File: src/design/fxa_pkg.sv
// types and constants for the q24.8 fixed-point alu
// no dependencies
`timescale 1ns / 1ps

package fxa_pkg;

  localparam int DATA_W = 32;
  localparam int FRAC_W = 8;
  localparam int NUM_W  = DATA_W + FRAC_W;
  localparam int PROD_W = 2 * DATA_W;
  localparam int DIV_STEPS = NUM_W;

  localparam logic signed [DATA_W-1:0] MAX_V = {1'b0, {(DATA_W-1){1'b1}}};
  localparam logic signed [DATA_W-1:0] MIN_V = {1'b1, {(DATA_W-1){1'b0}}};

  typedef enum logic [3:0] {
    KIND_ADD     = 4'd0,
    KIND_SUB     = 4'd1,
    KIND_MUL     = 4'd2,
    KIND_DIV     = 4'd3,
    KIND_EQ      = 4'd4,
    KIND_NE      = 4'd5,
    KIND_LT      = 4'd6,
    KIND_LE      = 4'd7,
    KIND_GT      = 4'd8,
    KIND_GE      = 4'd9,
    KIND_MIN     = 4'd10,
    KIND_MAX     = 4'd11,
    KIND_INC     = 4'd12,
    KIND_DEC     = 4'd13,
    KIND_TOINT   = 4'd14,
    KIND_FROMINT = 4'd15
  } fxa_kind_e;

  typedef struct packed {
    fxa_kind_e                 kind;
    logic signed [DATA_W-1:0]  res;
    logic                      cmp;
    logic                      ov;
    logic                      neg;
    logic                      divz;
    logic [DATA_W-1:0]         mag_a;
    logic [DATA_W-1:0]         mag_b;
    logic [PROD_W-1:0]         prod;
    logic [DATA_W-1:0]         rem;
    logic [NUM_W-1:0]          quo;
    logic [NUM_W-1:0]          num;
  } fxa_data_t;

endpackage

File: src/design/fxa_mul.sv
// multiplier stage: product of the operand magnitudes
// depends on fxa_pkg
`timescale 1ns / 1ps

module fxa_mul (
  input  logic               clk_i,
  input  logic               rst_ni,
  input  logic               valid_i,
  output logic               ready_o,
  input  fxa_pkg::fxa_data_t data_i,
  output logic               valid_o,
  input  logic               ready_i,
  output fxa_pkg::fxa_data_t data_o
);
  import fxa_pkg::*;

  logic      v_q;
  fxa_data_t d_q;
  fxa_data_t d_d;

  always_comb begin
    d_d = data_i;
    d_d.prod = data_i.mag_a * data_i.mag_b;
  end

  assign ready_o = !v_q || ready_i;

  always_ff @(posedge clk_i or negedge rst_ni) begin
    if (!rst_ni) begin
      v_q <= 1'b0;
    end else if (ready_o) begin
      v_q <= valid_i;
    end
  end

  always_ff @(posedge clk_i) begin
    if (valid_i && ready_o) begin
      d_q <= d_d;
    end
  end

  assign valid_o = v_q;
  assign data_o = d_q;
endmodule

File: config.mk
export PLATFORM = sky130hd
export DESIGN_NAME = fxa_mul
export DESIGN_NICKNAME = d
export VERILOG_FILES = /design/src/design/fxa_pkg.sv /design/src/design/fxa_mul.sv
export SDC_FILE = /design/constraint.sdc
export NUM_CORES = 2
export LEC_CHECK = 0
export CAP_MARGIN = 10
export CELL_PAD_IN_SITES_DETAIL_PLACEMENT = 1
export CELL_PAD_IN_SITES_GLOBAL_PLACEMENT = 1
export CORE_MARGIN = 4
export CORE_UTILIZATION = 53
export DETAILED_ROUTE_END_ITERATION = 12
export DONT_BUFFER_PORTS = 1
export PLACE_DENSITY_LB_ADDON = 0.3
export SLEW_MARGIN = 20
export SYNTH_ARGS = -nofsm -noshare
export SYNTH_HDL_FRONTEND = slang
export SYNTH_SLANG_ARGS = --single-unit
File: constraint.sdc
create_clock -name clk_i -period 8.6 [get_ports clk_i]
set_input_delay 1.72 -clock clk_i [delete_from_list [all_inputs] [get_ports clk_i]]
set_output_delay 1.72 -clock clk_i [all_outputs]
set_load 0.01 [all_outputs]
Yosys cells after proc, flatten, opt, wreduce, memory -nomap -nowiden

Cells that the tools add are included.

Word-level logic and storage cells: 17
Register bits after elaboration: 281
Memories: 0
Bits in latches: 0
Bits of input ports: 284
ROM bits: 0
Output and inout bits: 282
Bits in writable memories: 0

Muxes and demuxes: 0
Add/sub/neg operators: 0
Magnitude comparators: 0
Divide/modulo/power cells: 0
Reduce and logical (&&, ||, !) cells: 3
Shift-type cells: 0
$mul: 1
Eq/ne operators: 0
Bitwise gates (word level): 0

Operators with widths:

| operator                     | count |
|---|---|
| multiplier 32 x 32 -> 64 bit | 1 |
| logical AND 1 bit            | 1 |
| logical NOT 1 bit            | 1 |
| logical OR 1 bit             | 1 |

Logic depth before layout (Yosys ltp)

Word-level depth: 3
Mapped depth: 29
Gate-level depth less buffers: 27

Least setup slack after synthesis

OpenSTA, ideal clock, no wires.

Path kind: input-to-reg
Start point: input ready_i
End point: register d_q, in the netlist data_o[0], enable pin
Library setup time: 0.678 ns
Arrival time: 8.299 ns
Data required time: 7.922 ns
Stages: 2
Setup slack: -0.377 ns
Path buffers: 0
Cells stage by stage: nand2b_1 > and2_1

Cells in the longest elaborated chain, start to end: 2

Ends and longest elaborated chain:

| item                 | line          | text |
|---|---|---|
| from (decl)          | fxa_mul.sv:12 | `input logic ready_i,` |
| logical OR 1 bit     | fxa_mul.sv:26 | `assign ready_o = !v_q \|\| ready_i;` |
| logical AND 1 bit    | fxa_mul.sv:37 | `if (valid_i && ready_o) begin` |
| to (signal assigned) | fxa_mul.sv:38 | `d_q <= d_d;` |
| to (decl)            | fxa_mul.sv:18 | `fxa_data_t d_q;` |

No other way between the ends.
A chain may end at the register's enable or synchronous reset.

==> impl_summary.txt <==
----------------------------------------------------
[Run status]
  Outcome ... completed

[Critical path]
  Maximum fanout along the worst path ... 33
  Required time at the endpoint of the critical path ... 9050 ps
  Cell with the biggest individual delay on the critical path ... fa_1
  Register-to-register setup slack ... 6010 ps
  Depth of the worst register-to-register path ... 3
  Launch point of the worst path ... data_i[234]
  Worst setup path category ... input port to register
  Arrival time at the worst endpoint ... 9030 ps
  Startpoint of the worst register-to-register path ... valid_o
  Kind of end point of the critical path ... register
  Most used cell along the critical path ... fa_1
  Nature of the critical path startpoint ... input port
  Endpoint of the worst-slack reg-to-reg timing path ... data_o[216]
  Highest cell delay on the worst timing path ... 590 ps
  Ordered cell list for the critical path ... and2_1 -> fa_1 -> fa_1 -> inv_1 -> fa_1 -> fa_1 -> inv_1 -> fa_1 -> fa_1 -> fa_1 -> inv_1 -> fa_1 -> inv_1 -> ha_1 -> nand4_2 -> nor3_2 -> and2_2 -> nand4_1 -> a31o_1 -> a211o_1 -> or4_1 -> a211o_1 -> nand3_1

[Floorplan]
  Chip height ... 289 um
  Ports ... 566
  Placement Rows ... 102
  Placeable core region ... 77800 sq um
  Die Area ... 83500 sq um
  Initial Utilization ... 0.537
  Die Wd ... 289 um

[Final layout]
  Fill cell total of the finished layout ... 8395
  FF+latch area ... 8430 sq um
  Multi-input gate area ... 29300 sq um
  Leading cell type in the layout, fill and taps excluded ... fa_1
  Highest-count cells in the layout ignoring fill and taps ... 896 x fa_1, 865 x inv_1, 599 x and2_1
  Area Overhead vs Synth ... 5.33%
  Fraction of final layout cells with drive strength greater than 1 ... 0.0434
  # nets final ... 5337

[Min path]
  Worst hold path type ... register to register
  Min-Delay Startpoint ... valid_o
  Min-Delay Endpoint ... valid_o
  Instance count along the most critical hold path ... 2

[Synthesis]
  Number of warnings issued by yosys ... 0
  Post-synth EDFFs ... 280
  Mapped Nets ... 5418
  Sequential cell area fraction in the yosys report ... 0.202
  Ys flop type ... edfxtp_1
  Synthesized netlist cell count ... 3975
  Cell area after synthesis ... 41800 sq um
  Share of async-settable or async-resettable flops after synthesis ... 0.00356
  Top post-synthesis cells by area ... fa_1 43%, edfxtp_1 20%, and2_1 9.0%
  Count of state elements after synthesis ... 281
  Post-Syn Area per Cell ... 10.5 sq um
  Number of library cell types mapped by synthesis ... 71
  Area fraction of the dominant cell type after synthesis ... 0.429
  Top cell type by total area after synthesis ... fa_1

[Clock tree]
  Insertion delay to the later sink of the worst-skew pair ... 670 ps
  Clock tree from TritonCTS ... yes
  Clock-pin transition on the worst setup and hold timing paths ... 60 ps
  H-tree lvl count ... 1
  Clk sinks ... 281
  Hold_buf cts ... 0
  TritonCTS buffer count ... 31
  Bufs on Longest Clock Path ... 3
  Buffer type at the clock tree root ... clkbuf_16

[Place]
  IO buf count ... 0
  Gpl congestion ... 1.04
  Half-perimeter wire length after placement ... 97800 um

[Route]
  Routed Wire Length ... 128000 um
  Vias per cell ... 5.66
  Initial DRC count ... 1939
  Residual antenna-violating net count after detailed routing ... 0
  Remaining design rule violation count ... 0
  Vias after detailed routing ... 28119
  Average routed wire per standard cell ... 25.7 um
  Detailed-router iteration count before antenna repair ... 5

[STA]
  Part of the cycle the worst path needs ... 0.998
  Setup-failing EPs final ... 0
  Worst Skew ... 84.7 ps
  Hold Slack ... 735 ps
  Number of slew-limit violations in the final report ... 0
  Max-slew headroom ... 0.377
  Max Clk Rate ... 0.116 GHz
  Final Hold Viols ... 0
  Fin crit period ... 8580 ps
  Tightest Pin Transition ... 935 ps
  Unrepaired setup endpoints after global routing ... true

[Global route]
  Vias in the first global route ... 32215
  Initial antenna violation count ... 21
  Pin count of the biggest net entering global routing ... 149
  First-pass GRT wire length ... 195000 um
  Sum of overflow across all layers after global routing ... 0
  Global Route Usage Sum ... 0.312

[Run]
  Number of maximum-capacitance constraint violations ... 0

----------------------------------------------------
cell usage after synthesis, drive strengths merged (7+ instances only):
cell      n
nor2     33
a211oi    7
ha      263
nand2   484
inv     865
xor2     21
nand4    20
o21bai   11
o21ai    43
a21o     25
buf      16
xnor2    42
edfxtp  280
and2    603
nand3    12
nor3     10
clkbuf  198
a21oi    74
fa      896
layer usage:
layer | part of all wire | up-vias | wire length [um] | global-route usage
li1 | - | 11658 | - | -
met1 | 0.38 | 15086 | 48400 | 0.396
met2 | 0.50 | 1074 | 63600 | 0.532
met3 | 0.078 | 287 | 10000 | 0.0659
met4 | 0.045 | 14 | 5710 | 0.118
met5 | 0.00061 | - | 78 | 0
through the flow:
step	util	setup TNS [ps]	setup slack [ps]	cells	cell area, sq um
2_1_floorplan	-	0	23.9	3975	41800
3_3_place_gp	0.552	-5240	-450	4899	43000
3_5_place_dp	0.552	-7010	-550	4899	43000
4_1_cts	0.565	0	57.4	4953	44000
5_1_grt	0.565	-117	-117	4957	44000
6_report	0.566	0	15.9	4966	44000
critical path, delay by kind of cell:
| family | cells | cell delay [ps] |
|---|---|---|
| adder cells (fa/ha/maj) | 9 | 4600 |
| AO/OA/AOI/OAI | 3 | 930 |
| AND/OR/NAND/NOR | 7 | 1440 |
| buffers and inverters | 4 | 280 |
state kept, by name, summed over array words and instances (netlist names):
name / cells
valid_o: 1
data_o: 280
timing repair:
| action | in CTS | in global routing |
|---|---|---|
| resized for setup | 0 | 3 |
| setup buffers | 0 | 2 |
| endpoints found under the setup margin | 0 | 11 |
logic make-up after synthesis:
kind of cell / after synthesis / share of synthesized area
AND/OR/NAND/NOR: 1192 / 0.148
XOR/XNOR: 63 / 0.0132
AO/OA/AOI/OAI: 199 / 0.0308
buffers and inverters: 1081 / 0.0990
adder cells (fa/ha/maj): 1159 / 0.508
flip-flops: 281 / 0.202
how the worst max path moves through the flow:
stage / end / depth (start not counted) / slack (ps)
4_1_cts: data_o[173] / 23 / 60
6_report: data_o[173] / 23 / 20
2_1_floorplan: data_o[173] / 26 / 20
3_3_place_gp: data_o[173] / 24 / -450
3_5_place_dp: data_o[173] / 24 / -550
5_1_grt: data_o[173] / 23 / -120
layout make-up:
| type | instances | area share |
|---|---|---|
| multi-input combinational | 2613 | 0.664 |
| sequential | 281 | 0.191 |
| inverter | 865 | 0.0737 |
| tap | 1040 | 0.0295 |
| clock buffer | 35 | 0.0180 |
| timing repair buffer | 102 | 0.0177 |
| clock inverter | 19 | 0.00463 |
| antenna | 11 | 0.000625 |
Power is not shown: default switching activity piles up to over one toggle a cycle in this logic, so the estimate is an artifact.
