**src/design/fxa_pkg.sv**
```systemverilog
// types and constants for the q24.8 fixed-point alu
// no dependencies
`timescale 1ns / 1ps

package fxa_pkg;

  localparam int DATA_W = 32;
  localparam int FRAC_W = 8;
  localparam int NUM_W  = DATA_W + FRAC_W;
  localparam int PROD_W = 2 * DATA_W;
  localparam int DIV_STEPS = NUM_W;

  localparam logic signed [DATA_W-1:0] MAX_V = {1'b0, {(DATA_W-1){1'b1}}};
  localparam logic signed [DATA_W-1:0] MIN_V = {1'b1, {(DATA_W-1){1'b0}}};

  typedef enum logic [3:0] {
    KIND_ADD     = 4'd0,
    KIND_SUB     = 4'd1,
    KIND_MUL     = 4'd2,
    KIND_DIV     = 4'd3,
    KIND_EQ      = 4'd4,
    KIND_NE      = 4'd5,
    KIND_LT      = 4'd6,
    KIND_LE      = 4'd7,
    KIND_GT      = 4'd8,
    KIND_GE      = 4'd9,
    KIND_MIN     = 4'd10,
    KIND_MAX     = 4'd11,
    KIND_INC     = 4'd12,
    KIND_DEC     = 4'd13,
    KIND_TOINT   = 4'd14,
    KIND_FROMINT = 4'd15
  } fxa_kind_e;

  typedef struct packed {
    fxa_kind_e                 kind;
    logic signed [DATA_W-1:0]  res;
    logic                      cmp;
    logic                      ov;
    logic                      neg;
    logic                      divz;
    logic [DATA_W-1:0]         mag_a;
    logic [DATA_W-1:0]         mag_b;
    logic [PROD_W-1:0]         prod;
    logic [DATA_W-1:0]         rem;
    logic [NUM_W-1:0]          quo;
    logic [NUM_W-1:0]          num;
  } fxa_data_t;

endpackage

```
**src/design/fxa_rsp_if.sv**
```systemverilog
// result channel of the fixed-point alu
// depends on fxa_pkg
`timescale 1ns / 1ps

interface fxa_rsp_if;
  logic                                 valid;
  logic                                 ready;
  logic signed [fxa_pkg::DATA_W-1:0]    result;
  logic                                 compare_true;
  logic                                 overflow;

  modport source (output valid, result, compare_true, overflow, input ready);
  modport sink (input valid, result, compare_true, overflow, output ready);
endinterface

```
**src/design/fxa_back.sv**
```systemverilog
// output stage: rounding, sign and saturation of mul and div, result register
// depends on fxa_pkg and fxa_rsp_if
`timescale 1ns / 1ps

module fxa_back (
  input  logic               clk_i,
  input  logic               rst_ni,
  input  logic               valid_i,
  output logic               ready_o,
  input  fxa_pkg::fxa_data_t data_i,
  fxa_rsp_if.source          rsp_o
);
  import fxa_pkg::*;

  localparam int Q_W = PROD_W - FRAC_W + 1;

  logic                     v_q;
  logic signed [DATA_W-1:0] res_q, res_d;
  logic                     cmp_q;
  logic                     ov_q, ov_d;
  logic [Q_W-1:0]           q_mul, q_div, q_sel;
  logic                     rnd_div;
  logic                     big;

  always_comb begin
    q_mul = Q_W'(data_i.prod[PROD_W-1:FRAC_W]) + Q_W'(data_i.prod[FRAC_W-1]);
    rnd_div = ({data_i.rem, 1'b0} >= {1'b0, data_i.mag_b});
    q_div = Q_W'(data_i.quo) + Q_W'(rnd_div);
    q_sel = (data_i.kind == KIND_MUL) ? q_mul : q_div;
    if (data_i.neg) begin
      big = (|q_sel[Q_W-1:DATA_W]) || (q_sel[DATA_W-1] && (|q_sel[DATA_W-2:0]));
    end else begin
      big = |q_sel[Q_W-1:DATA_W-1];
    end
    res_d = data_i.res;
    ov_d = data_i.ov;
    if ((data_i.kind == KIND_MUL) || (data_i.kind == KIND_DIV && !data_i.divz)) begin
      ov_d = big;
      if (big) begin
        res_d = data_i.neg ? MIN_V : MAX_V;
      end else begin
        res_d = data_i.neg ? DATA_W'(-q_sel[DATA_W-1:0]) : q_sel[DATA_W-1:0];
      end
    end
  end

  assign ready_o = !v_q || rsp_o.ready;

  always_ff @(posedge clk_i or negedge rst_ni) begin
    if (!rst_ni) begin
      v_q <= 1'b0;
    end else if (ready_o) begin
      v_q <= valid_i;
    end
  end

  always_ff @(posedge clk_i) begin
    if (valid_i && ready_o) begin
      res_q <= res_d;
      cmp_q <= data_i.cmp;
      ov_q <= ov_d;
    end
  end

  assign rsp_o.valid = v_q;
  assign rsp_o.result = res_q;
  assign rsp_o.compare_true = cmp_q;
  assign rsp_o.overflow = ov_q;
endmodule

```
**src/flat_wrapper.sv**
```systemverilog
// flat-port wrapper written by rule: the top's interface ports become plain ports
module fxa_back_flat import fxa_pkg::*;
  (clk_i, rst_ni, valid_i, ready_o, data_i, rsp_o_valid, rsp_o_result, rsp_o_compare_true, rsp_o_overflow, rsp_o_ready);
  fxa_rsp_if rsp_o_i ();
  input  logic clk_i;
  input  logic rst_ni;
  input  logic valid_i;
  output logic ready_o;
  input  fxa_pkg::fxa_data_t data_i;
  output wire logic [$bits(rsp_o_i.valid)-1:0] rsp_o_valid;
  output wire logic [$bits(rsp_o_i.result)-1:0] rsp_o_result;
  output wire logic [$bits(rsp_o_i.compare_true)-1:0] rsp_o_compare_true;
  output wire logic [$bits(rsp_o_i.overflow)-1:0] rsp_o_overflow;
  input wire logic [$bits(rsp_o_i.ready)-1:0] rsp_o_ready;
  assign rsp_o_valid = rsp_o_i.valid;
  assign rsp_o_result = rsp_o_i.result;
  assign rsp_o_compare_true = rsp_o_i.compare_true;
  assign rsp_o_overflow = rsp_o_i.overflow;
  assign rsp_o_i.ready = rsp_o_ready;
  fxa_back u_core (.clk_i(clk_i), .rst_ni(rst_ni), .valid_i(valid_i), .ready_o(ready_o), .data_i(data_i), .rsp_o(rsp_o_i));
endmodule
```
**config.mk**
```make
export PLATFORM = sky130hd
export DESIGN_NAME = fxa_back_flat
export DESIGN_NICKNAME = d
export VERILOG_FILES = /design/src/design/fxa_pkg.sv /design/src/design/fxa_rsp_if.sv /design/src/design/fxa_back.sv /design/src/flat_wrapper.sv
export SDC_FILE = /design/constraint.sdc
export NUM_CORES = 1
export LEC_CHECK = 0
export BUFFER_PORTS_ARGS = -buffer_cell sky130_fd_sc_hd__buf_2
export CAP_MARGIN = 5
export CORE_UTILIZATION = 43
export DETAILED_ROUTE_END_ITERATION = 6
export PLACE_DENSITY_LB_ADDON = 0.08
export RECOVER_POWER = 50
export SYNTH_ARGS = -nofsm -noshare
export SYNTH_HDL_FRONTEND = slang
export SYNTH_SLANG_ARGS = --single-unit
```
**constraint.sdc**
```tcl
create_clock -name clk_i -period 1.76 [get_ports clk_i]
set_clock_uncertainty 0.1 [all_clocks]
set_input_delay 0.264 -clock clk_i [delete_from_list [all_inputs] [get_ports clk_i]]
set_output_delay 0.264 -clock clk_i [all_outputs]
set_load 0.05 [all_outputs]
```
## Word-level counts from Yosys, hierarchy flattened

Cells that the tools add are included.

| storage, ports and cells | value |
|---|---|
| output and inout port bits | 36 |
| logic and storage cells | 28 |
| register bits after elaboration | 35 |
| bits of input ports | 284 |

| operators by class | value |
|---|---|
| add/subtract/negate cells | 3 |
| order comparisons | 1 |
| equal/unequal tests | 2 |
| reduce and logical (&&, ||, !) cells | 11 |
| muxes and demuxes | 7 |

Operator list:

| cell | number |
|---|---|
| $mux W32 | 4 |
| $add A56 B1 Y57 | 1 |
| $mux W57 | 1 |
| $add A40 B1 Y41 | 1 |
| $ge A33 B32 Y1 | 1 |
| $neg A32 Y32 | 1 |
| $reduce_or A31 Y1 | 1 |
| $reduce_or A26 Y1 | 1 |
| $reduce_or A25 Y1 | 1 |
| $eq A4 B2 Y1 const B | 2 |
| $logic_and A1 B1 Y1 | 3 |
| $logic_or A1 B1 Y1 | 3 |
| $logic_not A1 Y1 | 2 |
| $mux W1 | 2 |

## Longest topological paths before layout

| depth | value |
|---|---|
| depth after elaboration | 9 |
| gate-level depth with buffers | 26 |
| gate-level depth less buffers | 24 |

## Least setup slack after synthesis

Ideal clock, no wire load.

| path | value |
|---|---|
| kind | input to register |
| start | in data_i[186] (netlist name) |
| end | reg u_core.res_q[31] (netlist: u_core.rsp_o.result[31]) (data pin) |
| data required time | 1.405 ns |
| arrival | 4.740 ns |
| library setup time | 0.255 ns |
| stages on the path | 24 |
| buffers on the path | 0 |
| path slack | -3.335 ns |
| cell sequence | inv_1 -> ha_1 -> a21o_1 -> a21o_1 -> a21o_1 -> a21oi_1 -> nor2b_1 -> o21ai_0 -> nand2b_1 -> a221o_1 -> a31oi_1 -> o211ai_1 -> ha_1 -> ha_1 -> and4_1 -> nand2_1 -> o311a_1 -> a22oi_1 -> nor4b_1 -> and3_1 -> nand4_2 -> a211oi_4 -> o21ai_0 -> a31o_1 |

| on the way | value |
|---|---|
| cells in the longest elaborated chain, start to end | 9 |
| elaborated cells between the ends (all ways) | 13 |
| classes of those cells | 2 x add/sub; 1 x order compare; 5 x mux; 5 x reduce/logical |

RTL lines:

| element | RTL line | text |
|---|---|---|
| from (decl) | flat_wrapper.sv:9 | `input fxa_pkg::fxa_data_t data_i;` |
| $ge A33 B32 Y1 (*) | fxa_back.sv:27 | `rnd_div = ({data_i.rem, 1'b0} >= {1'b0, data_i.mag_b});` |
| $add A40 B1 Y41 (*) | fxa_back.sv:28 | `q_div = Q_W'(data_i.quo) + Q_W'(rnd_div);` |
| $mux W57 (*) | fxa_back.sv:29 | `q_sel = (data_i.kind == KIND_MUL) ? q_mul : q_div;` |
| parallel branches: the longest is 4 deep, another holds $neg A32 Y32 | - |  |
| $mux W32 (*) | fxa_back.sv:39 | `if (big) begin` |
| $mux W32 (*) | fxa_back.sv:37 | `if ((data_i.kind == KIND_MUL) \|\| (data_i.kind == KIND_DIV && !data_i.divz)) begin` |
| via u_core.res_d[31] | fxa_back.sv:18 | `logic signed [DATA_W-1:0] res_q, res_d;` |
| to (signal assigned) | fxa_back.sv:59 | `res_q <= res_d;` |
| to (decl) | fxa_back.sv:18 |  |

Mark *: on every way through the listed nets, which the timed path passes.
A chain may end at the register's enable or synchronous reset.

## Final worst setup path

| path | value |
|---|---|
| start | in data_i[203] (netlist name) |
| end | reg u_core.res_q[22] (netlist: u_core.rsp_o.result[22]) (data pin) |

Same word-level chain as after synthesis.

==> flow_summary_export.csv <==
group,metric,value,unit
power,p_sw,1.55,mW
critical_path,path_class,"in -> reg",
synth,ys.flop_type,"edfxtp_1",
clock_tree,clock_latency,0.28,ns
synth,async_flop_share,0.0286,
grt,grt_use_total,0.329,
critical_path,critPathLaunchType,"input pin",
placed_design,gp_congestion,0.972,
job,cap_violations,0,
detailed_routing,vias_per_cell,5.71,
power,pwr-share-seq,0.248,
power,p_clk_frac,0.216,
timing,period_needed,5.03,ns
power,power_switching_share,0.383,
timing,grt_setup_unrepaired,"yes",
critical_path,r2r_setup_slack,0.39,ns
critical_path,cp_max_fo,8,
synth,synth_top_family_by_area,"simple AND/OR/NAND/NOR gates",
timing,setup-tns-final,-101.51,ns
critical_path,cp-end-kind,"flop",
timing,slew_viol_final,0,
grt,grt_antenna_before_repair,0,
synth,ys_seq_area_frac,0.164,
critical_path,critPathRequiredTime,1.73,ns
timing,fin_ws,-3.27,ns
synth,synth_compound_area_frac,0.173,
hold_path,holdCritPathClass,"in -> reg",
clock_tree,ctsHtreeMaxLevel,2,
timing,slew_headroom,0.573,
synth,synth_xor_area_frac,0.124,
placed_design,dpl-instance-area,10100,µm²
clock_tree,numCtsBuffers,5,
synth,synthesis.nets,1176,
synth,yosysWarnings,0,
cells_and_area,final_common_cell,"buf_4",
critical_path,worstReg2RegStart,"u_core.rsp_o.valid",
cells_and_area,final_nets,1699,
cells_and_area,drive_above_1_share,0.489,
die,coreArea,14500,µm²
power,p_per_area,360,nW/µm²
placed_design,port_buffers,240,
timing,hold_violations,0,
grt,grt_first_pass_wirelength,39500,µm
critical_path,endpoint,"u_core.rsp_o.result[22]",
detailed_routing,drc,1,
cells_and_area,flow.area_growth_from_synthesis,76.3,%
detailed_routing,first_pass_iters,7,
power,p_comb_frac,0.537,
die,die_y,124,µm
placed_design,placed_cells,1536,
synth,syn_area_per_cell,7.45,µm²
timing,fin_crit_sh,2.86,
synth,syn_inst,856,
power,vdd.ir_drop.worst,0.000436,V
power,p_int,2.50,mW
cells_and_area,final_area,11300,µm²
cells_and_area,final_cell_mix,"buf_4, buf_2, nor2_1",
detailed_routing,num_vias,8936,
clock_tree,clkSinkCount,35,
timing,setup_viol,33,
synth,synth_mux_area_frac,0.0363,
detailed_routing,wl_per_cell,17.9,µm
detailed_routing,wl,28000,µm
grt,grt_max_degree,39,
cells_and_area,final_util,0.774,
placed_design,dp_hpwl,20000,µm
cells_and_area,multiInputGateArea,5800,µm²
critical_path,crit_start,"data_i[203]",
critical_path,rr_endpoint,"u_core.rsp_o.result[31]",
timing,max_slew.worst_pin.slew,0.643,ns
grt,grt-ovfl-total,0,
grt,grt_pass1_vias,8076,
synth,synthAdderAreaFrac,0.0706,
timing,holdWs,0.0710,ns
die,ios,320,
cells_and_area,n_antenna_cell,0,
die,die-area,15300,µm²
die,dieWidth,124,µm
cells_and_area,seq_area,1050,µm²
hold_path,hold_path_depth,1,
detailed_routing,drt_iter0_drc,662,
critical_path,crit_arrival,5.00,ns
timing,fmax,199,MHz
clock_tree,cts-root-buf,"clkbuf_16",
placed_design,pre_cts_slack,-3.43,ns
status,status,"finished with violations",
die,num_rows,44,
clock_tree,cts_tree,"done",
critical_path,ff2ff_path_depth,2,
synth,ys_seq_elements,35,
synth,synth-edff-count,34,
die,start_util,0.439,
synth,yosysUniqueCellTypes,72,
clock_tree,clockBufferDepth,2,
synth,synthSimpleGateAreaFrac,0.372,
power,leakagePower,4.97,nW
power,power,4.05,mW
synth,syn-cell-area,6380,µm²
cells_and_area,n_fill_cell,1114,
status,violations,"DRC, setup timing",
cells_and_area,final_cells,1564,
clock_tree,clk_pin_slew,0.06,ns
detailed_routing,ant_nets,0,
## power groups by stage
stage / clock, mW / sequential [mW] / combinational, mW
floorplan: 0 / 1.20 / 0.749
global placement: 0 / 1.01 / 1.86
detailed placement: 0 / 1.01 / 1.88
CTS: 0.846 / 0.997 / 2.01
global route: 0.893 / 1.01 / 2.32
finish: 0.874 / 1.00 / 2.17
## synthesized netlist by cell type (11+ instances only)
library cell | instances | area (µm²)
o21ai_0 | 26 | 130
nand2_1 | 59 | 221
buf_2 | 11 | 55.1
nand3_1 | 52 | 260
clkbuf_1 | 22 | 82.6
xor2_1 | 37 | 324
nor3_1 | 70 | 350
mux2i_1 | 22 | 220
a21oi_1 | 29 | 145
a21o_1 | 18 | 135
nor2_1 | 75 | 282
edfxtp_1 | 34 | 1020
o21a_1 | 12 | 90.1
ha_1 | 36 | 450
xnor2_1 | 53 | 464
and4_1 | 13 | 114
inv_1 | 46 | 173
nand4_1 | 43 | 269
nor4_1 | 25 | 156
## layer usage
metal  part of all wire  global-route usage
met1               0.41               0.419
met2               0.48               0.584
met3              0.074              0.0325
met4              0.036              0.0964
met5                  0                   0
## worst min path at each step
stage,start,to
floorplan,rst_ni,u_core.rsp_o.valid
global placement,rst_ni,u_core.rsp_o.valid
detailed placement,rst_ni,u_core.rsp_o.valid
CTS,data_i[243],u_core.rsp_o.compare_true
global route,data_i[243],u_core.rsp_o.compare_true
finish,data_i[243],u_core.rsp_o.compare_true
## worst max-delay path: stages
cell and delay (ns):
buf_2 0.09, inv_2 0.04, ha_4 0.26, nand4_1 0.10, or3_4 0.42, nor3_4 0.21, nand3_2 0.11, nand2_1 0.10
o21ai_1 0.07, o211ai_1 0.10, ha_2 0.25, ha_4 0.15, nand4_1 0.13, or3_1 0.41, buf_6 0.16, o31a_1 0.25
nor3_2 0.14, o221ai_1 0.19, nor4_4 0.34, nand4_2 0.18, a211oi_4 0.30, buf_12 0.15, nor3_4 0.07, buf_12 0.19
a211oi_4 0.30
## registers in the layout, summed over array words and instances (netlist names)
register                   count
u_core.rsp_o.result           32
u_core.rsp_o.compare_true      1
u_core.rsp_o.overflow          1
u_core.rsp_o.valid             1
## cell families (layout without fill, tap and decap cells)
kind of cell | count (synthesis) | in the layout
compound gates | 157 | 157
flops | 35 | 35
xor+xnor | 90 | 90
simple gates | 425 | 425
mux | 23 | 23
fa+ha+maj | 36 | 36
buf+inv | 90 | 614
## layout make-up
class | count | area share
well taps | 184 | 0.0205
flip-flops and latches | 35 | 0.0930
inverters | 46 | 0.0165
repair buffers | 560 | 0.342
multi-input cells | 731 | 0.516
clock inverters | 1 | 0.000445
clock buffers | 7 | 0.0118
## what timing repair did
item,in CTS,in global routing
setup endpoints to repair,33,33
buffers inserted,12,3
gates resized for setup,82,69
hold endpoints to repair,1,0
cloned,5,0
hold buffers,1,0
pin swaps,17,32
(Power assumes the default switching activity.)
