## src/design/fxa_pkg.sv

```systemverilog
// types and constants for the q24.8 fixed-point alu
// no dependencies
`timescale 1ns / 1ps

package fxa_pkg;

  localparam int DATA_W = 32;
  localparam int FRAC_W = 8;
  localparam int NUM_W  = DATA_W + FRAC_W;
  localparam int PROD_W = 2 * DATA_W;
  localparam int DIV_STEPS = NUM_W;

  localparam logic signed [DATA_W-1:0] MAX_V = {1'b0, {(DATA_W-1){1'b1}}};
  localparam logic signed [DATA_W-1:0] MIN_V = {1'b1, {(DATA_W-1){1'b0}}};

  typedef enum logic [3:0] {
    KIND_ADD     = 4'd0,
    KIND_SUB     = 4'd1,
    KIND_MUL     = 4'd2,
    KIND_DIV     = 4'd3,
    KIND_EQ      = 4'd4,
    KIND_NE      = 4'd5,
    KIND_LT      = 4'd6,
    KIND_LE      = 4'd7,
    KIND_GT      = 4'd8,
    KIND_GE      = 4'd9,
    KIND_MIN     = 4'd10,
    KIND_MAX     = 4'd11,
    KIND_INC     = 4'd12,
    KIND_DEC     = 4'd13,
    KIND_TOINT   = 4'd14,
    KIND_FROMINT = 4'd15
  } fxa_kind_e;

  typedef struct packed {
    fxa_kind_e                 kind;
    logic signed [DATA_W-1:0]  res;
    logic                      cmp;
    logic                      ov;
    logic                      neg;
    logic                      divz;
    logic [DATA_W-1:0]         mag_a;
    logic [DATA_W-1:0]         mag_b;
    logic [PROD_W-1:0]         prod;
    logic [DATA_W-1:0]         rem;
    logic [NUM_W-1:0]          quo;
    logic [NUM_W-1:0]          num;
  } fxa_data_t;

endpackage

```

## src/design/fxa_div_step.sv

```systemverilog
// one restoring division step: one quotient bit per stage
// depends on fxa_pkg
`timescale 1ns / 1ps

module fxa_div_step (
  input  logic               clk_i,
  input  logic               rst_ni,
  input  logic               valid_i,
  output logic               ready_o,
  input  fxa_pkg::fxa_data_t data_i,
  output logic               valid_o,
  input  logic               ready_i,
  output fxa_pkg::fxa_data_t data_o
);
  import fxa_pkg::*;

  logic            v_q;
  fxa_data_t       d_q;
  fxa_data_t       d_d;
  logic [DATA_W:0] trial;
  logic [DATA_W:0] diff;
  logic            qbit;

  always_comb begin
    d_d = data_i;
    trial = {data_i.rem, data_i.num[NUM_W-1]};
    diff = trial - {1'b0, data_i.mag_b};
    qbit = (trial >= {1'b0, data_i.mag_b});
    d_d.rem = qbit ? diff[DATA_W-1:0] : trial[DATA_W-1:0];
    d_d.num = {data_i.num[NUM_W-2:0], 1'b0};
    d_d.quo = {data_i.quo[NUM_W-2:0], qbit};
  end

  assign ready_o = !v_q || ready_i;

  always_ff @(posedge clk_i or negedge rst_ni) begin
    if (!rst_ni) begin
      v_q <= 1'b0;
    end else if (ready_o) begin
      v_q <= valid_i;
    end
  end

  always_ff @(posedge clk_i) begin
    if (valid_i && ready_o) begin
      d_q <= d_d;
    end
  end

  assign valid_o = v_q;
  assign data_o = d_q;
endmodule

```

## config.mk

```make
export PLATFORM = sky130hd
export DESIGN_NAME = fxa_div_step
export DESIGN_NICKNAME = d
export VERILOG_FILES = /design/src/design/fxa_pkg.sv /design/src/design/fxa_div_step.sv
export SDC_FILE = /design/constraint.sdc
export NUM_CORES = 1
export LEC_CHECK = 0
export BUFFER_PORTS_ARGS = -buffer_cell sky130_fd_sc_hd__buf_2
export CAP_MARGIN = 20
export CORE_AREA = 5 5 217 219
export CTS_CLUSTER_SIZE = 16
export DETAILED_ROUTE_END_ITERATION = 8
export DIE_AREA = 0 0 222 224
export PLACE_DENSITY = 0.47
export SYNTH_ARGS = -nofsm -noshare
export SYNTH_HDL_FRONTEND = slang
export SYNTH_SLANG_ARGS = --single-unit
```

## constraint.sdc

```tcl
create_clock -name clk_i -period 7.1 [get_ports clk_i]
set_input_delay 0.71 -clock clk_i [delete_from_list [all_inputs] [get_ports clk_i]]
set_output_delay 0.71 -clock clk_i [all_outputs]
set_load 0.05 [all_outputs]
```

Word level (Yosys, flattened, before mapping)
Index checks and enable logic that the tools add are counted.

word-level totals
  register bits = 280
  input bits = 284
  output and inout port bits = 282
  logic and storage cells = 19

operators by class
  add/subtract/negate cells = 1
  $lt $le $gt $ge = 1
  mux-type cells = 1
  reduce and logical (&&, ||, !) cells = 3

operators with widths
  cell                                          number
  greater-or-equal comparator 33 x 32 -> 1 bit  1
  two-way mux 32 bit                            1
  subtractor 32 bit                             1
  logical AND 1 bit                             1
  logical NOT 1 bit                             1
  logical OR 1 bit                              1

Depth between registers and ports, before layout
Gate-level depths: netlist (run 1).

  depth after elaboration = 3
  gate-level depth with buffers = 13
  gate-level depth less buffers = 12

Worst setup path after synthesis (run 1)
Ideal clock, no wire load.

  path type = input-to-reg
  from = in ready_i
  to = reg d_q (netlist bit data_o[100]) (enable)
  library setup time = 0.674 ns
  arrival time = 7.561 ns
  data required time = 6.426 ns
  path slack = -1.136 ns
  stages on the path = 2
  path buffers = 0
  path through = nand2b_1 > and2_1

on the way
  cells in the longest elaborated chain, start to end = 2

RTL lines
  element               line                source
  start, declared       fxa_div_step.sv:12  input logic ready_i,
  logical OR 1 bit      fxa_div_step.sv:34  assign ready_o = !v_q || ready_i;
  logical AND 1 bit     fxa_div_step.sv:45  if (valid_i && ready_o) begin
  end signal, assigned  fxa_div_step.sv:46  d_q <= d_d;
  end, declared         fxa_div_step.sv:18  fxa_data_t d_q;

Every way passes these cells.
A chain may end at the register's enable or synchronous reset.

==> flow_metrics.py, run 1 <==
metrics = {
    "run_status": {
        "status": "complete, no violations",
    },
    "clock_network": {
        "cts_root_buf": "clkbuf_16",
        "cts_buffer_depth": 3,
        "cts_buffers": 31,
        "cts_htree_levels": 1,
        "cts.clk_slew.worst_paths_ps": 60,
        "cts_tree": "done",
        "clock_latency_ps": 560,
        "cts.sinks": 280,
        "cts_resized": 0,
    },
    "global_route": {
        "grt_max_degree": 170,
        "grt_overflow_total": 0,
        "grt_pass1_vias": 7721,
        "antenna_found_initial": 12,
        "grt_pass1_wl_microns": 55170,
        "globalRouteTotalUtil_pct": 14.84,
    },
    "floorplanning": {
        "core_sq_um": 44890,
        "die_h_microns": 224,
        "die_area_sq_um": 49730,
        "die_w_microns": 222,
        "initial_core_util_pct": 23.71,
        "pin_count": 566,
        "rows": 78,
    },
    "sta": {
        "setup_viol": 0,
        "hold_viol_final": 0,
        "min_period_ps": 3951,
        "fin_skew_ps": 5.770,
        "report.final.slew_viol_count": 0,
        "setup_ws_ps": 3149,
        "max_freq_mhz": 253.1,
        "slew_headroom_pct": 28.60,
        "rsz0062_at_grt": "false",
        "worst_pin_slew_ps": 1071,
        "post-route-period-util_pct": 55.65,
        "setup_tns_ps": 0,
    },
    "final_layout": {
        "syn_to_final_growth_pct": 42.64,
        "drive_above_1_share_pct": 50.24,
        "nNetsFinal": 1528,
        "fillers": 4550,
    },
    "logic_synthesis": {
        "synthTopCellsByArea": "edfxtp_1 (79%), ha_1 (3.8%), a21oi_1 (2.6%), inv_1 (1.3%), nor2_1 (1.2%)",
        "ys_seq_area_share_pct": 78.96,
        "async_reset_ff_share_pct": 0.3571,
        "synth_top_area_share_pct": 78.72,
        "avgSynthCellArea_sq_um": 16.89,
        "yosysTopAreaCell": "edfxtp_1",
        "syn_nets": 947,
        "yosysUniqueCellTypes": 50,
        "syn_inst": 630,
        "ys_warn_count": 0,
        "synth_edf_count": 279,
        "synth_area_sq_um": 10640,
        "synthFlopType": "edfxtp_1",
        "ys_ff_latch": 280,
    },
    "worst_setup_path": {
        "slowest_delay_ps": 770,
        "required_ps": 7410,
        "crit_fanout": 35,
        "path_cells": "buf_2, inv_1, ha_1, nand4_1, or4_1, a21oi_1, nor3_1, a211oi_2, o21ai_2, o31ai_4, buf_12, mux2_2",
        "crit_slowest_cell": "o31ai_4",
        "cp-start-kind": "input port",
        "crit_type": "input port to flip-flop",
        "crit_path_end_kind": "flip-flop",
        "crit_arrival_ps": 4260,
    },
    "route": {
        "ant_nets": 0,
        "via_per_inst": 4.215,
        "drc": 0,
        "via_count": 7734,
        "first_pass_iters": 4,
        "drt_wl_total_microns": 39930,
        "drtIter0Drc": 600,
        "wl_per_cell_microns": 21.76,
    },
    "power_and_ir_drop": {
        "cellLeakagePower_nw": 6.436,
        "power_density_nw_per_um2": 289.5,
        "vdd_drop_max_uv": 187.0,
    },
    "flow_run": {
        "drv_cap": 0,
    },
    "placed_design": {
        "post-place-ws_ps": 2478,
        "port_buffers": 563,
        "hpwl_microns": 32110,
        "place.gp.congestion": 0.8680,
    },
    "worst_hold_path": {
        "holdCritPathClass": "input port to flip-flop",
    },
}
## stage by stage
step | power (mW) | std cells | hold slack [ps] | utilization (%) | cell area [sq um]
global route | 4.578 | 1834 | 271.1 | 33.81 | 15180
detailed placement | 2.830 | 1777 | 488.0 | 31.55 | 14160
floorplan | 2.574 | 630 | 414.4 | - | 10640
finish | 4.395 | 1835 | 317.0 | 33.82 | 15180
CTS | 4.483 | 1834 | 260.4 | 33.81 | 15180
global placement | 2.825 | 1777 | 488.0 | 31.55 | 14160
## final cells by class
type | instances | area [sq um] | area share, %
Sequential cell | 280 | 8403 | 55.35
Inverter | 38 | 142.6 | 0.9396
Multi-Input combinational cell | 293 | 2002 | 13.19
Clock buffer | 39 | 805.8 | 5.308
Timing Repair Buffer | 567 | 2875 | 18.94
Antenna cell | 1 | 2.502 | 0.01648
Tap cell | 600 | 750.7 | 4.945
Clock inverter | 17 | 198.9 | 1.310
## cells in the final DEF (no fill, tap or decap), drive strengths merged, types with 2 or more instances in the layout
cell and count:
and4 2, xnor2 15, clkinvlp 2, o22ai 2, o21a 6, a21o 12, edfxtp 279, or4 2
bufinv 4, nand4 8, xor2 12, ha 32, nor4 4, nor2b 3, o31ai 2, clkinv 8
mux2 10, o21bai 3, nor3 2, and2 3, nand2 26, inv 41, nand3 8, a21oi 56
o21ai 18, o211ai 4, nor2 35, a211oi 4, a31oi 5, buf 566, clkbuf 39, nand2b 5
a2bb2oi 2
## routing by layer
| metal | track usage (%) | part of all wire, % | vias to the layer above |
|---|---|---|---|
| li1 | - | - | 3560 |
| met1 | 15.75 | 35 | 3763 |
| met2 | 27.76 | 53 | 318 |
| met3 | 5.412 | 8.5 | 73 |
| met4 | 4.136 | 2.8 | 20 |
| met5 | 0 | 0.32 | - |
## final timing paths
kind	start	to	slack [ps]	cells after the start
worst max-delay path	data_i[192]	data_o[83]	3150	12
worst min-delay path	data_i[235]	data_o[235]	320	1
worst max register to register	valid_o	data_o[85]	4660	3
worst min register to register	valid_o	valid_o	680	2
max in group asynchronous	rst_ni	valid_o	6560	2
min in group asynchronous	rst_ni	valid_o	460	2
## cell usage after synthesis, types with 2 or more instances
cell type	n
nor4_1	4
o22ai_1	2
a21oi_1	56
or4_1	2
nor2b_1	3
xnor2_1	15
inv_1	38
buf_4	4
nor2_1	35
o211ai_1	4
ha_1	32
and4_1	2
edfxtp_1	279
nand2_1	26
o21bai_1	3
o21a_1	6
xor2_1	12
a211oi_1	3
nand4_1	8
clkbuf_1	6
a2bb2oi_1	2
buf_2	8
nand3_1	8
nor3_1	2
and2_1	3
mux2_1	4
o21ai_0	16
nand2b_1	5
mux2_2	6
a31oi_1	5
a21o_1	12
## flip-flops by register name (all words and copies together), names as in the netlist
name / cells
data_o: 279
valid_o: 1
## report_power, final
group,internal [mW],switching (mW)
Sequential,1.95,0.0224
Combinational,0.211,0.601
Clock,0.947,0.663
Total,3.11,1.29
## what timing repair did
action / CTS / global route
hold endpoints to repair: 1 / 0
hold buffers: 1 / 0
setup buffers: 0 / 0
endpoints found under the setup margin: 0 / 0
## cells by family after synthesis
logic type / synth area share (%)
AO/OA/AOI/OAI: 6.878
flip-flops: 78.96
multiplexers: 1.152
adder cells (fa/ha/maj): 3.950
other: 0.03524
XOR/XNOR: 2.222
buffers and inverters: 2.257
AND/OR/NAND/NOR: 4.550
## critical path: cells and delay by family
kind / cells / cell delay, ps
AO/OA/AOI/OAI: 4 / 1340
adder cells (fa/ha/maj): 1 / 410
buffers and inverters: 3 / 550
multiplexers: 1 / 360
AND/OR/NAND/NOR: 3 / 850
Power figures use the tool's default switching activity.
==> run 2, diff against run 1 <==
Clock period 7.1 ns to 3.4 ns, I/O delays scaled along.
==> flow_metrics.py, run 2 (synthesis gave the netlist of run 1 again) <==
metrics = {
    "worst_hold_path": {
        "holdPathEnd": "data_o[252]",
        "hold_depth": 1,
        "holdCritPathClass": "input port to flip-flop",
        "holdCritStartpoint": "data_i[252]",
    },
    "worst_setup_path": {
        "cp-start-kind": "input port",
        "crit_path_end_kind": "flip-flop",
        "crit_type": "input port to flip-flop",
        "required_ps": 3680,
        "r2r_end": "data_o[61]",
        "reg2reg_depth": 3,
        "r2r-start": "valid_o",
        "r2r_slack_ps": 1530,
        "crit_fanout": 6,
        "crit_arrival_ps": 3550,
    },
    "clock_network": {
        "cts.sinks": 280,
        "clock_latency_ps": 540,
        "cts_root_buf": "clkbuf_16",
        "cts_htree_levels": 2,
        "cts_tree": "done",
        "cts_buffer_depth": 3,
        "cts_buffers": 34,
        "cts.clk_slew.worst_paths_ps": 60,
    },
    "global_route": {
        "antenna_found_initial": 3,
        "grt_max_degree": 67,
        "grt_pass1_vias": 9388,
        "globalRouteTotalUtil_pct": 16.24,
        "grt_pass1_wl_microns": 61490,
        "met3_usage_pct": 4.089,
        "grt_overflow_total": 0,
        "busiest_layer": "met2",
        "grt_util_met2_pct": 30.63,
        "gr-usage-met1_pct": 18.02,
    },
    "floorplanning": {
        "initial_core_util_pct": 23.71,
        "core_sq_um": 44890,
        "die_w_microns": 222,
        "pin_count": 566,
        "die_h_microns": 224,
        "rows": 78,
        "die_area_sq_um": 49730,
    },
    "route": {
        "first_pass_iters": 4,
        "drc": 0,
        "drtIter0Drc": 440,
        "via_per_inst": 4.118,
        "ant_nets": 0,
        "via_count": 8738,
        "wl_per_cell_microns": 20.18,
        "drt_wl_total_microns": 42830,
    },
    "sta": {
        "report.final.slew_viol_count": 0,
        "worst_pin_slew_ps": 581.7,
        "setup_viol": 0,
        "setup_ws_ps": 134.8,
        "slew_headroom_pct": 61.04,
        "holdWs_ps": 23.36,
        "post-route-period-util_pct": 96.04,
        "min_period_ps": 3265,
        "fin_skew_ps": 7.554,
        "max_freq_mhz": 306.3,
        "hold_viol_final": 0,
    },
    "final_layout": {
        "fin_area_sq_um": 18230,
        "fillers": 4302,
        "syn_to_final_growth_pct": 71.24,
        "nNetsFinal": 1814,
        "multi_input_area_sq_um": 2116,
        "drive_above_1_share_pct": 44.51,
        "register_area_sq_um": 8403,
        "layout_common_cells": "buf_2 (562), edfxtp_1 (279), dlygate4sd3_1 (242)",
        "final_common_cell": "buf_2",
        "largest_reg_flops": 279,
    },
    "power_and_ir_drop": {
        "vdd_drop_max_uv": 326.3,
        "total_power_mw": 9.868,
        "power_density_nw_per_um2": 541.5,
        "cellLeakagePower_nw": 7.762,
    },
    "placed_design": {
        "place.gp.congestion": 0.8448,
        "port_buffers": 563,
        "post-place-ws_ps": -115.8,
        "hpwl_microns": 32620,
        "placed_cell_area_sq_um": 14450,
    },
    "flow_run": {
        "drv_cap": 0,
    },
    "run_status": {
        "status": "complete, no violations",
    },
}
## run 2: cell types whose count changed in the layout (fill, tap and decap cells not counted), sizes merged
| cell | delta |
|---|---|
| dlygate4sd3 | +241 |
| clkbuf | +8 |
| clkinvlp | -2 |
| dlymetal6s4s | +2 |
| buf | +39 |
| inv | -1 |
## run 2: area by class of cell
class                      count  area share [%]
multi-input combinational    293           11.61
sequential                   280           46.11
tap                          600           4.119
clock inverter                14           1.023
antenna                        1         0.01373
inverter                      38          0.7826
timing repair buffer         850           31.20
clock buffer                  46           5.142
## run 2: metal layers
metal / up-vias / wire length, microns
met5: - / 20
met4: 4 / 1118
met3: 65 / 2519
met2: 308 / 23260
met1: 4231 / 15910
li1: 4130 / -
## run 2: worst max-delay path: stages
cell	delay, ps
dlygate4sd3_1	540
buf_2	120
inv_1	60
ha_1	290
nand4_1	160
or4_4	450
a21oi_2	140
nor3_2	80
a211oi_2	290
o21ai_2	120
o31ai_4	340
buf_12	150
buf_12	130
mux2_2	330
## run 2: how the worst max path moves through the flow
stage,from,endpoint,slack (ps)
4_1_cts,data_i[194],data_o[110],70
3_3_place_gp,data_i[39],data_o[110],-90
6_report,data_i[189],data_o[86],130
2_1_floorplan,valid_o,data_o[100],40
3_5_place_dp,data_i[39],data_o[110],-120
5_1_grt,data_i[189],data_o[86],-10
## run 2: through the flow
stage                     instances  TNS, ps  utilization (%)
final                          2122        0            40.60
after global routing           2122   -11.17            40.60
after CTS                      2115        0            40.12
after detailed placement       1811   -115.8            32.18
after global placement         1811   -93.37            32.18
after floorplan                 630        0                -
## run 2: report_power, final
group | internal, mW | switching, mW | total (mW)
Clock | 2.25 | 1.45 | 3.70
Sequential | 4.07 | 0.0505 | 4.12
Combinational | 0.703 | 1.35 | 2.05
Total | 7.02 | 2.85 | 9.87
## run 2: what timing repair did
action	CTS	global route
resized for setup	0	22
hold buffers	244	0
setup endpoints to repair	0	20
endpoints found under the hold margin	244	0
buffers inserted	0	6
